===== config.mk =====
export PLATFORM = sky130hd
export DESIGN_NAME = pixel_to_framebuffer_packer
export DESIGN_NICKNAME = d
export VERILOG_FILES = /design/src/rtl/pfb_pkg.sv /design/src/rtl/pixel_to_framebuffer_packer.sv
export SDC_FILE = /design/constraint.sdc
export NUM_CORES = 1
export LEC_CHECK = 0
export ABC_AREA = 1
export BUFFER_PORTS_ARGS = -buffer_cell sky130_fd_sc_hd__buf_2
export CORE_MARGIN = 2
export CORE_UTILIZATION = 63
export DETAILED_ROUTE_END_ITERATION = 8
export GPL_ROUTABILITY_DRIVEN = 0
export PLACE_DENSITY = 0.84
export SLEW_MARGIN = 10
export SYNTH_ARGS = -nofsm -noshare
export SYNTH_HDL_FRONTEND = slang
export SYNTH_SLANG_ARGS = --single-unit

===== constraint.sdc =====
create_clock -name clock -period 8 [get_ports clock]
set_input_delay 1.2 -clock clock [delete_from_list [all_inputs] [get_ports clock]]
set_output_delay 1.2 -clock clock [all_outputs]
set_load 0.01 [all_outputs]

===== src/rtl/pfb_pkg.sv =====
// ----------------------------------------------------------------------------
// pfb_pkg
// Shared codes, constants and pipeline stage types of the framebuffer packer.
// ----------------------------------------------------------------------------
`default_nettype none

package pfb_pkg;

   // register indexes on the csr port
   localparam logic [1:0] CSR_PIXEL_FORMAT      = 2'd0;
   localparam logic [1:0] CSR_TRANSPARENCY_MODE = 2'd1;
   localparam logic [1:0] CSR_IMAGE_WIDTH       = 2'd2;
   localparam logic [1:0] CSR_IMAGE_HEIGHT      = 2'd3;

   // pixel formats
   localparam logic [1:0] FMT_BINARY = 2'd0;
   localparam logic [1:0] FMT_GRAY   = 2'd1;
   localparam logic [1:0] FMT_RGB565 = 2'd2;
   localparam logic [1:0] FMT_RGB888 = 2'd3;

   // transparency modes
   localparam logic [1:0] TR_OPAQUE   = 2'd0;
   localparam logic [1:0] TR_CHROMA   = 2'd1;
   localparam logic [1:0] TR_ALPHA    = 2'd2;
   localparam logic [1:0] TR_RESERVED = 2'd3;

   // luma weights, Q0.16
   localparam logic [15:0] GRAY_WEIGHT_RED   = 16'd13926;
   localparam logic [15:0] GRAY_WEIGHT_GREEN = 16'd46884;
   localparam logic [15:0] GRAY_WEIGHT_BLUE  = 16'd4725;

   localparam logic [7:0] ALPHA_HALF   = 8'h80;
   localparam logic [7:0] ALPHA_OPAQUE = 8'hFF;
   localparam logic [7:0] MASK_LEFT    = 8'h80;
   localparam logic [7:0] MASK_ALL     = 8'hFF;

   localparam int REQ_DATA_W = 64;
   localparam int RSP_DATA_W = 72;

   // after input register: coordinates already range checked
   typedef struct packed {
      logic [11:0] x;
      logic [11:0] y;
      logic [7:0]  red;
      logic [7:0]  green;
      logic [7:0]  blue;
      logic [7:0]  alpha;
      logic        in_image;
   } s1_type;

   // after the multiply stage
   typedef struct packed {
      logic [11:0] x;
      logic [24:0] row_base;
      logic [23:0] prod_red;
      logic [23:0] prod_green;
      logic [23:0] prod_blue;
      logic [7:0]  red;
      logic [7:0]  green;
      logic [7:0]  blue;
      logic [7:0]  alpha;
      logic        bin_on;
      logic        in_image;
   } s2_type;

   // after linear position and byte formatting
   typedef struct packed {
      logic [24:0] pos;
      logic [2:0]  count;
      logic [7:0]  data0;
      logic [7:0]  data1;
      logic [7:0]  data2;
      logic [7:0]  data3;
      logic        in_image;
   } s3_type;

   // output register
   typedef struct packed {
      logic        status;
      logic [23:0] byte_address;
      logic [2:0]  byte_count;
      logic [7:0]  data_byte0;
      logic [7:0]  data_byte1;
      logic [7:0]  data_byte2;
      logic [7:0]  data_byte3;
      logic [7:0]  bit_mask;
   } s4_type;

endpackage

`default_nettype wire


===== src/rtl/pixel_to_framebuffer_packer.sv =====
// ----------------------------------------------------------------------------
// pixel_to_framebuffer_packer
// Turns one pixel into the framebuffer byte write it causes.
// ----------------------------------------------------------------------------
// Usage:
//   req channel carries one pixel per transfer (x, y, red, green, blue,
//   alpha). rsp channel carries the matching write: status in tuser, then
//   byte address, byte count, four data bytes and the bit mask in tdata.
//   csr port sets format, transparency mode and image size; write it only
//   while no pixel is in flight.
// Timing:
//   four register stages (input/range check, multiplies, position and byte
//   formatting, address scaling/output). A pixel accepted on req passes
//   through the four registers in order before rsp can take it. One pixel
//   per cycle sustained while rsp_tready is high; the rate is set by the
//   stage chain, every stage takes a new pixel each cycle when not stalled.
// Reset:
//   returns registers to rgb888, opaque, 1 x 1 and empties the pipeline.
// Stall:
//   when rsp_tready is low the output holds; earlier stages keep filling
//   bubbles and req_tready drops only once all stages hold a pixel.
// ----------------------------------------------------------------------------
`default_nettype none

module pixel_to_framebuffer_packer
   import pfb_pkg::*;
#(
   parameter int MAX_DIMENSION = 2048
) (
   input  wire logic                  clock,
   input  wire logic                  reset,
   // csr write port
   input  wire logic                  csr_wr_en,
   input  wire logic [1:0]            csr_index,
   input  wire logic [11:0]           csr_wdata,
   // pixel input
   input  wire logic                  req_tvalid,
   output      logic                  req_tready,
   // tdata: pixel_x[12:0], pixel_y[25:13], red[33:26], green[41:34],
   //        blue[49:42], alpha[57:50], zero fill
   input  wire logic [REQ_DATA_W-1:0] req_tdata,
   // write output
   output      logic                  rsp_tvalid,
   input  wire logic                  rsp_tready,
   // tdata: byte_address[23:0], byte_count[26:24], data_byte0[34:27],
   //        data_byte1[42:35], data_byte2[50:43], data_byte3[58:51],
   //        bit_mask[66:59], zero fill
   output      logic [RSP_DATA_W-1:0] rsp_tdata,
   // tuser: status[0]
   output      logic [0:0]            rsp_tuser
);

   logic [1:0]  format_ff;
   logic [1:0]  trans_ff;
   logic [11:0] width_ff;
   logic [11:0] height_ff;
   logic [11:0] dim_in;
   logic [1:0]  tr_eff;

   // dimensions are stored already saturated to the maximum
   assign dim_in = ({20'd0, csr_wdata} > 32'(MAX_DIMENSION)) ? 12'(MAX_DIMENSION)
                                                              : csr_wdata;
   assign tr_eff = (trans_ff == TR_RESERVED) ? TR_OPAQUE : trans_ff;

   always_ff @(posedge clock) begin
      if (reset) begin
         format_ff <= FMT_RGB888;
         trans_ff  <= TR_OPAQUE;
         width_ff  <= 12'd1;
         height_ff <= 12'd1;
      end else if (csr_wr_en) begin
         case (csr_index)
            CSR_PIXEL_FORMAT:      format_ff <= csr_wdata[1:0];
            CSR_TRANSPARENCY_MODE: trans_ff  <= csr_wdata[1:0];
            CSR_IMAGE_WIDTH:       width_ff  <= dim_in;
            CSR_IMAGE_HEIGHT:      height_ff <= dim_in;
            default: begin
            end
         endcase
      end
   end

   logic   s1_valid_ff, s2_valid_ff, s3_valid_ff, s4_valid_ff;
   logic   s1_en, s2_en, s3_en, s4_en;
   s1_type s1_ff, s1_in;
   s2_type s2_ff, s2_in;
   s3_type s3_ff, s3_in;
   s4_type s4_ff, s4_in;

   // a stage loads when it is empty or its content moves on
   assign s4_en      = !s4_valid_ff || rsp_tready;
   assign s3_en      = !s3_valid_ff || s4_en;
   assign s2_en      = !s2_valid_ff || s3_en;
   assign s1_en      = !s1_valid_ff || s2_en;
   assign req_tready = s1_en;

   always_ff @(posedge clock) begin
      if (reset) begin
         s1_valid_ff <= 1'b0;
         s2_valid_ff <= 1'b0;
         s3_valid_ff <= 1'b0;
         s4_valid_ff <= 1'b0;
      end else begin
         if (s1_en) s1_valid_ff <= req_tvalid;
         if (s2_en) s2_valid_ff <= s1_valid_ff;
         if (s3_en) s3_valid_ff <= s2_valid_ff;
         if (s4_en) s4_valid_ff <= s3_valid_ff;
      end
   end

   always_ff @(posedge clock) begin
      if (s1_en) s1_ff <= s1_in;
      if (s2_en) s2_ff <= s2_in;
      if (s3_en) s3_ff <= s3_in;
      if (s4_en) s4_ff <= s4_in;
   end

   // stage 1: unpack and range check
   always_comb begin
      logic [12:0] px;
      logic [12:0] py;
      px = req_tdata[12:0];
      py = req_tdata[25:13];
      s1_in.x      = px[11:0];
      s1_in.y      = py[11:0];
      s1_in.red    = req_tdata[33:26];
      s1_in.green  = req_tdata[41:34];
      s1_in.blue   = req_tdata[49:42];
      s1_in.alpha  = req_tdata[57:50];
      s1_in.in_image = !px[12] && !py[12] && (px[11:0] < width_ff)
                       && (py[11:0] < height_ff);
   end

   // stage 2: row offset, luma products and binary threshold
   always_comb begin
      logic [12:0] width_pad;
      logic [12:0] row_width;
      logic [7:0]  bin_sum;
      width_pad = ({1'b0, width_ff} + 13'd7) & ~13'd7;
      row_width = (format_ff == FMT_BINARY) ? width_pad : {1'b0, width_ff};
      bin_sum   = {2'b00, s1_ff.red[7:2]} + {1'b0, s1_ff.green[7:1]}
                  + {2'b00, s1_ff.blue[7:2]};
      s2_in.x          = s1_ff.x;
      s2_in.row_base   = 25'(s1_ff.y) * 25'(row_width);
      s2_in.prod_red   = 24'(s1_ff.red) * 24'(GRAY_WEIGHT_RED);
      s2_in.prod_green = 24'(s1_ff.green) * 24'(GRAY_WEIGHT_GREEN);
      s2_in.prod_blue  = 24'(s1_ff.blue) * 24'(GRAY_WEIGHT_BLUE);
      s2_in.red        = s1_ff.red;
      s2_in.green      = s1_ff.green;
      s2_in.blue       = s1_ff.blue;
      s2_in.alpha      = s1_ff.alpha;
      s2_in.bin_on     = bin_sum[7] &&
                         !((tr_eff != TR_OPAQUE) && (s1_ff.alpha < ALPHA_HALF));
      s2_in.in_image   = s1_ff.in_image;
   end

   // stage 3: linear position and data bytes
   always_comb begin
      logic [23:0] luma_sum;
      logic [7:0]  gray;
      logic [7:0]  r;
      logic [7:0]  g;
      logic [7:0]  b;
      logic        is565;
      logic [2:0]  cnt;
      logic [7:0]  d0, d1, d2, d3;
      luma_sum = s2_ff.prod_red + s2_ff.prod_green + s2_ff.prod_blue;
      gray     = luma_sum[23:16];
      r        = s2_ff.red;
      g        = s2_ff.green;
      b        = s2_ff.blue;
      is565    = (format_ff == FMT_RGB565);
      cnt      = 3'd1;
      d0       = 8'd0;
      d1       = 8'd0;
      d2       = 8'd0;
      d3       = 8'd0;
      case (format_ff)
         FMT_BINARY: begin
            d0 = s2_ff.bin_on ? 8'hFF : 8'h00;
         end
         FMT_GRAY: begin
            if (tr_eff == TR_CHROMA) begin
               if (gray == 8'd1) gray = 8'd0;
               if (s2_ff.alpha < ALPHA_HALF) gray = 8'd1;
            end else if (tr_eff == TR_ALPHA) begin
               if (s2_ff.alpha != ALPHA_OPAQUE) gray = s2_ff.alpha;
            end
            d0 = gray;
         end
         default: begin
            if (tr_eff == TR_CHROMA) begin
               // pure rgb888 key green is pulled off the key, transparent goes onto it
               if (g == 8'd1 && r == 8'd0 && b == 8'd0) g = 8'd0;
               if (s2_ff.alpha < ALPHA_HALF) begin
                  r = 8'd0;
                  g = is565 ? 8'd4 : 8'd1;
                  b = 8'd0;
               end
            end
            if (is565) begin
               d0  = {r[7:3], g[7:5]};
               d1  = {g[4:2], b[7:3]};
               cnt = 3'd2;
               if (tr_eff == TR_ALPHA) begin
                  d2  = s2_ff.alpha;
                  cnt = 3'd3;
               end
            end else begin
               d0  = r;
               d1  = g;
               d2  = b;
               cnt = 3'd3;
               if (tr_eff == TR_ALPHA) begin
                  d3  = s2_ff.alpha;
                  cnt = 3'd4;
               end
            end
         end
      endcase
      s3_in.pos      = {13'd0, s2_ff.x} + s2_ff.row_base;
      s3_in.count    = cnt;
      s3_in.data0    = d0;
      s3_in.data1    = d1;
      s3_in.data2    = d2;
      s3_in.data3    = d3;
      s3_in.in_image = s2_ff.in_image;
   end

   // stage 4: byte address scaling, mask, out-of-image result
   always_comb begin
      logic [26:0] pos_w;
      logic [26:0] addr;
      pos_w = {2'b00, s3_ff.pos};
      case (s3_ff.count)
         3'd2:    addr = pos_w << 1;
         3'd3:    addr = pos_w + (pos_w << 1);
         3'd4:    addr = pos_w << 2;
         default: addr = pos_w;
      endcase
      if (format_ff == FMT_BINARY) addr = pos_w >> 3;
      if (s3_ff.in_image) begin
         s4_in.status       = 1'b0;
         s4_in.byte_address = addr[23:0];
         s4_in.byte_count   = s3_ff.count;
         s4_in.data_byte0   = s3_ff.data0;
         s4_in.data_byte1   = s3_ff.data1;
         s4_in.data_byte2   = s3_ff.data2;
         s4_in.data_byte3   = s3_ff.data3;
         s4_in.bit_mask     = (format_ff == FMT_BINARY) ? (MASK_LEFT >> s3_ff.pos[2:0])
                                                         : MASK_ALL;
      end else begin
         s4_in = '0;
         s4_in.status = 1'b1;
      end
   end

   assign rsp_tvalid   = s4_valid_ff;
   assign rsp_tuser[0] = s4_ff.status;
   assign rsp_tdata    = {5'd0, s4_ff.bit_mask, s4_ff.data_byte3, s4_ff.data_byte2,
                          s4_ff.data_byte1, s4_ff.data_byte0, s4_ff.byte_count,
                          s4_ff.byte_address};

endmodule

`default_nettype wire


==> impl_metrics.tcl <==
set metrics [dict create \
    status "finished, final reports clean" \
    grt_pass1_wl_um 107000 \
    max-slew-margin-rel 0.255 \
    cts_tree "built" \
    finalSetupTns_ns 0 \
    synth_area_um2 27600 \
    r2r_slack_ns 1.62 \
    synth_top_flop_cell "edfxtp_1" \
    synthDistinctLibCells 53 \
    tightest_slew_ns 1.11 \
    final_common_cell "nand2_1" \
    setup_ws_ns 1.62 \
    worstHoldStart "s1_ff[48]" \
    dp_cells 3649 \
    critical_path.top_delay_family "adder cells" \
    fin_nets 3698 \
    yosys_warnings 0 \
    clkPwrFrac 0.192 \
    instances_no_fill 3718 \
    core-area_um2 43200 \
    drive_above_1_share 0.0792 \
    crit_type "flip-flop to flip-flop" \
    total_leakage_power_nw 15.2 \
    switching_share 0.445 \
    clock_sinks 347 \
    place_ws_ns 1.73 \
    cts_resized 0 \
    grt_usage 0.303 \
    cts_made_buffers 38 \
    area_growth_pct 9.42 \
    slowest_stage "fa_1" \
    drt-pass1-iter-count 6 \
    fin_worst_skew_ns 0.0170 \
    rows 76 \
    seq_area_frac_synth 0.366 \
    die_h_um 213 \
    critPathMaxStageDelay_ns 0.54 \
    die_area_um2 45500 \
    reg2reg_from "format_ff[0]" \
    pwr-share-comb 0.521 \
    layout.cells.most_common_list "nand2_1, inv_1, edfxtp_1" \
    synth-seq-cells 347 \
    drt_iter0_drc 2089 \
    clockBufferDepth 3 \
    syn_inst 2959 \
    min_period_ns 6.38 \
    io_pins 158 \
    async_flop_share 0 \
    ctsHoldBuffers 0 \
    grt_pass1_vias 21803 \
    synth_top_area_frac 0.343 \
    yosys.area_share.adder 0.287 \
    root_buffer "clkbuf_16" \
    path_clk_slew_ns 0.06 \
    synth_edf_count 315 \
    fill_cells 3105 \
    hold_depth 0 \
    syn_area_per_cell_um2 9.33 \
    routedWlPerCell_um 17.8 \
    antenna_found_initial 3 \
    hold_end "s2_ff[134]" \
    period_share 0.797 \
    r2r-end "s2_ff[123]" \
    peakVddDrop_mv 0.277 \
    synthMuxAreaShare 0 \
    cap_viol_max_count 0 \
    start_kind "flip-flop" \
    drc 0 \
    worstSetupEndpointType "flip-flop" \
    synth.area.top_cells "edfxtp_1, fa_1, ha_1" \
    pwr-share-seq 0.287 \
    overflow 0 \
    crit_required_ns 8.33 \
    rsz0062_at_grt "no" \
    synth-compound-area-share 0.0841 \
    cp_max_fo 11 \
    hold_viol 0 \
    worstHoldPathType "flip-flop to flip-flop" \
    die_w_um 213 \
    postRouteAntennaNets 0 \
    synth_top_family_by_area "adder cells" \
    routed_wl_um 66200 \
    htreeDepth 2 \
    synth_top_cell_by_area "edfxtp_1" \
    port-buffer-count 146 \
    synth-simple-area-share 0.149 \
    power_density_nw_per_um2 310 \
    vias 21578 \
    initial_utilization 0.639 \
    via_per_inst 5.80 \
    clk_latency_ns 0.58 \
    drv_slew 0 \
    reg2reg_depth 26 \
    switchingPower_mw 4.16 \
    finish.utilization 0.699 \
    crit_buf_inv 6 \
    cts_setup_buffers 0 \
    grt_max_degree 86 \
    dp_hpwl_um 51700 \
    internal_power_mw 5.19 \
    synth-xor-area-share 0.0279 \
    power_mw 9.35 \
    arrival_ns 6.71 \
    max_freq_mhz 157 \
    final-setup-viol-count 0 \
]
cells in the mapped netlist, types with 25 or more instances:
cell type / count
xnor2_1: 28
a21oi_1: 172
nand3_1: 110
nand4_1: 25
o21ai_0: 133
ha_1: 307
edfxtp_1: 315
inv_1: 555
nor3_1: 27
nand2_1: 619
clkbuf_1: 33
dfxtp_1: 32
xor2_1: 60
fa_1: 204
nor2_1: 160
worst max-delay path by stage:
stage | slack [ns] | end | start | cells after the start
after floorplan | 0.82 | s2_ff[0] | rsp_tready | 6
after global placement | 1.86 | s2_ff[128] | format_ff[1] | 26
after detailed placement | 1.73 | s2_ff[128] | format_ff[0] | 26
after CTS | 1.66 | s2_ff[123] | format_ff[0] | 26
after global routing | 1.17 | s2_ff[123] | format_ff[0] | 26
final | 1.62 | s2_ff[123] | format_ff[0] | 26
power groups by stage:
stage	combinational [mW]	sequential, mW	clock [mW]
6_report	4.87	2.68	1.80
5_1_grt	5.52	2.71	1.89
4_1_cts	4.75	2.67	1.82
3_5_place_dp	4.69	2.71	0
3_3_place_gp	4.49	2.69	0
2_1_floorplan	3.62	2.59	0
metrics by stage:
stage	hold slack, ns	instance area (um2)
after detailed placement	0.405	28900
final	0.418	30200
after CTS	0.418	30200
after floorplan	0.400	27600
after global routing	0.436	30200
after global placement	0.402	28900
sequential cells by signal, indices dropped and copies added, names as in the netlist:
register     flops
s2_ff          129
s1_ff           57
s3_ff           61
trans_ff         2
s2_valid_ff      1
rsp_tdata       67
s1_valid_ff      1
s3_valid_ff      1
format_ff        2
height_ff       12
rsp_tvalid       1
rsp_tuser        1
width_ff        12
layout make-up:
type,instances,area (um2),share of cell area
sequential,347,10100,0.334
timing repair buffer,154,791,0.0262
clock inverter,25,309,0.0102
antenna,1,2.50,0.0000829
clock buffer,43,970,0.0321
tap,585,732,0.0242
multi-input combinational,1997,15200,0.502
inverter,566,2130,0.0704
cell families after synthesis:
family | Yosys count
AOI/OAI and AO/OA | 408
xor gates and xnor gates | 88
adders and majority gates | 511
buffers and inverters | 619
DFF | 347
other | 1
and+or+nand+nor | 985
worst reg2reg max path, cell delays in order (launching register included):
cell and delay, ns:
dfxtp_1 0.45, nor2_8 0.29, nand3_4 0.13, nor2_4 0.13, nand2_1 0.08, nand2_1 0.06
nand2_1 0.06, inv_1 0.32, nand2_1 0.14, fa_1 0.54, inv_1 0.08, fa_1 0.53
inv_1 0.06, fa_1 0.47, inv_1 0.05, fa_1 0.54, inv_1 0.07, fa_1 0.54
inv_1 0.04, ha_1 0.34, nand2_1 0.15, nor4_1 0.31, nor3_1 0.12, o21ai_0 0.34
nand3_1 0.16, nand3_1 0.10, nand2_1 0.06
per-layer routing:
layer  GRT usage  wire (um)
met5           0         21
met3      0.0609       6910
met1       0.391      25800
met4       0.137       3020
met2       0.495      30400
Note: power is estimated with default switching activity, not from simulation.
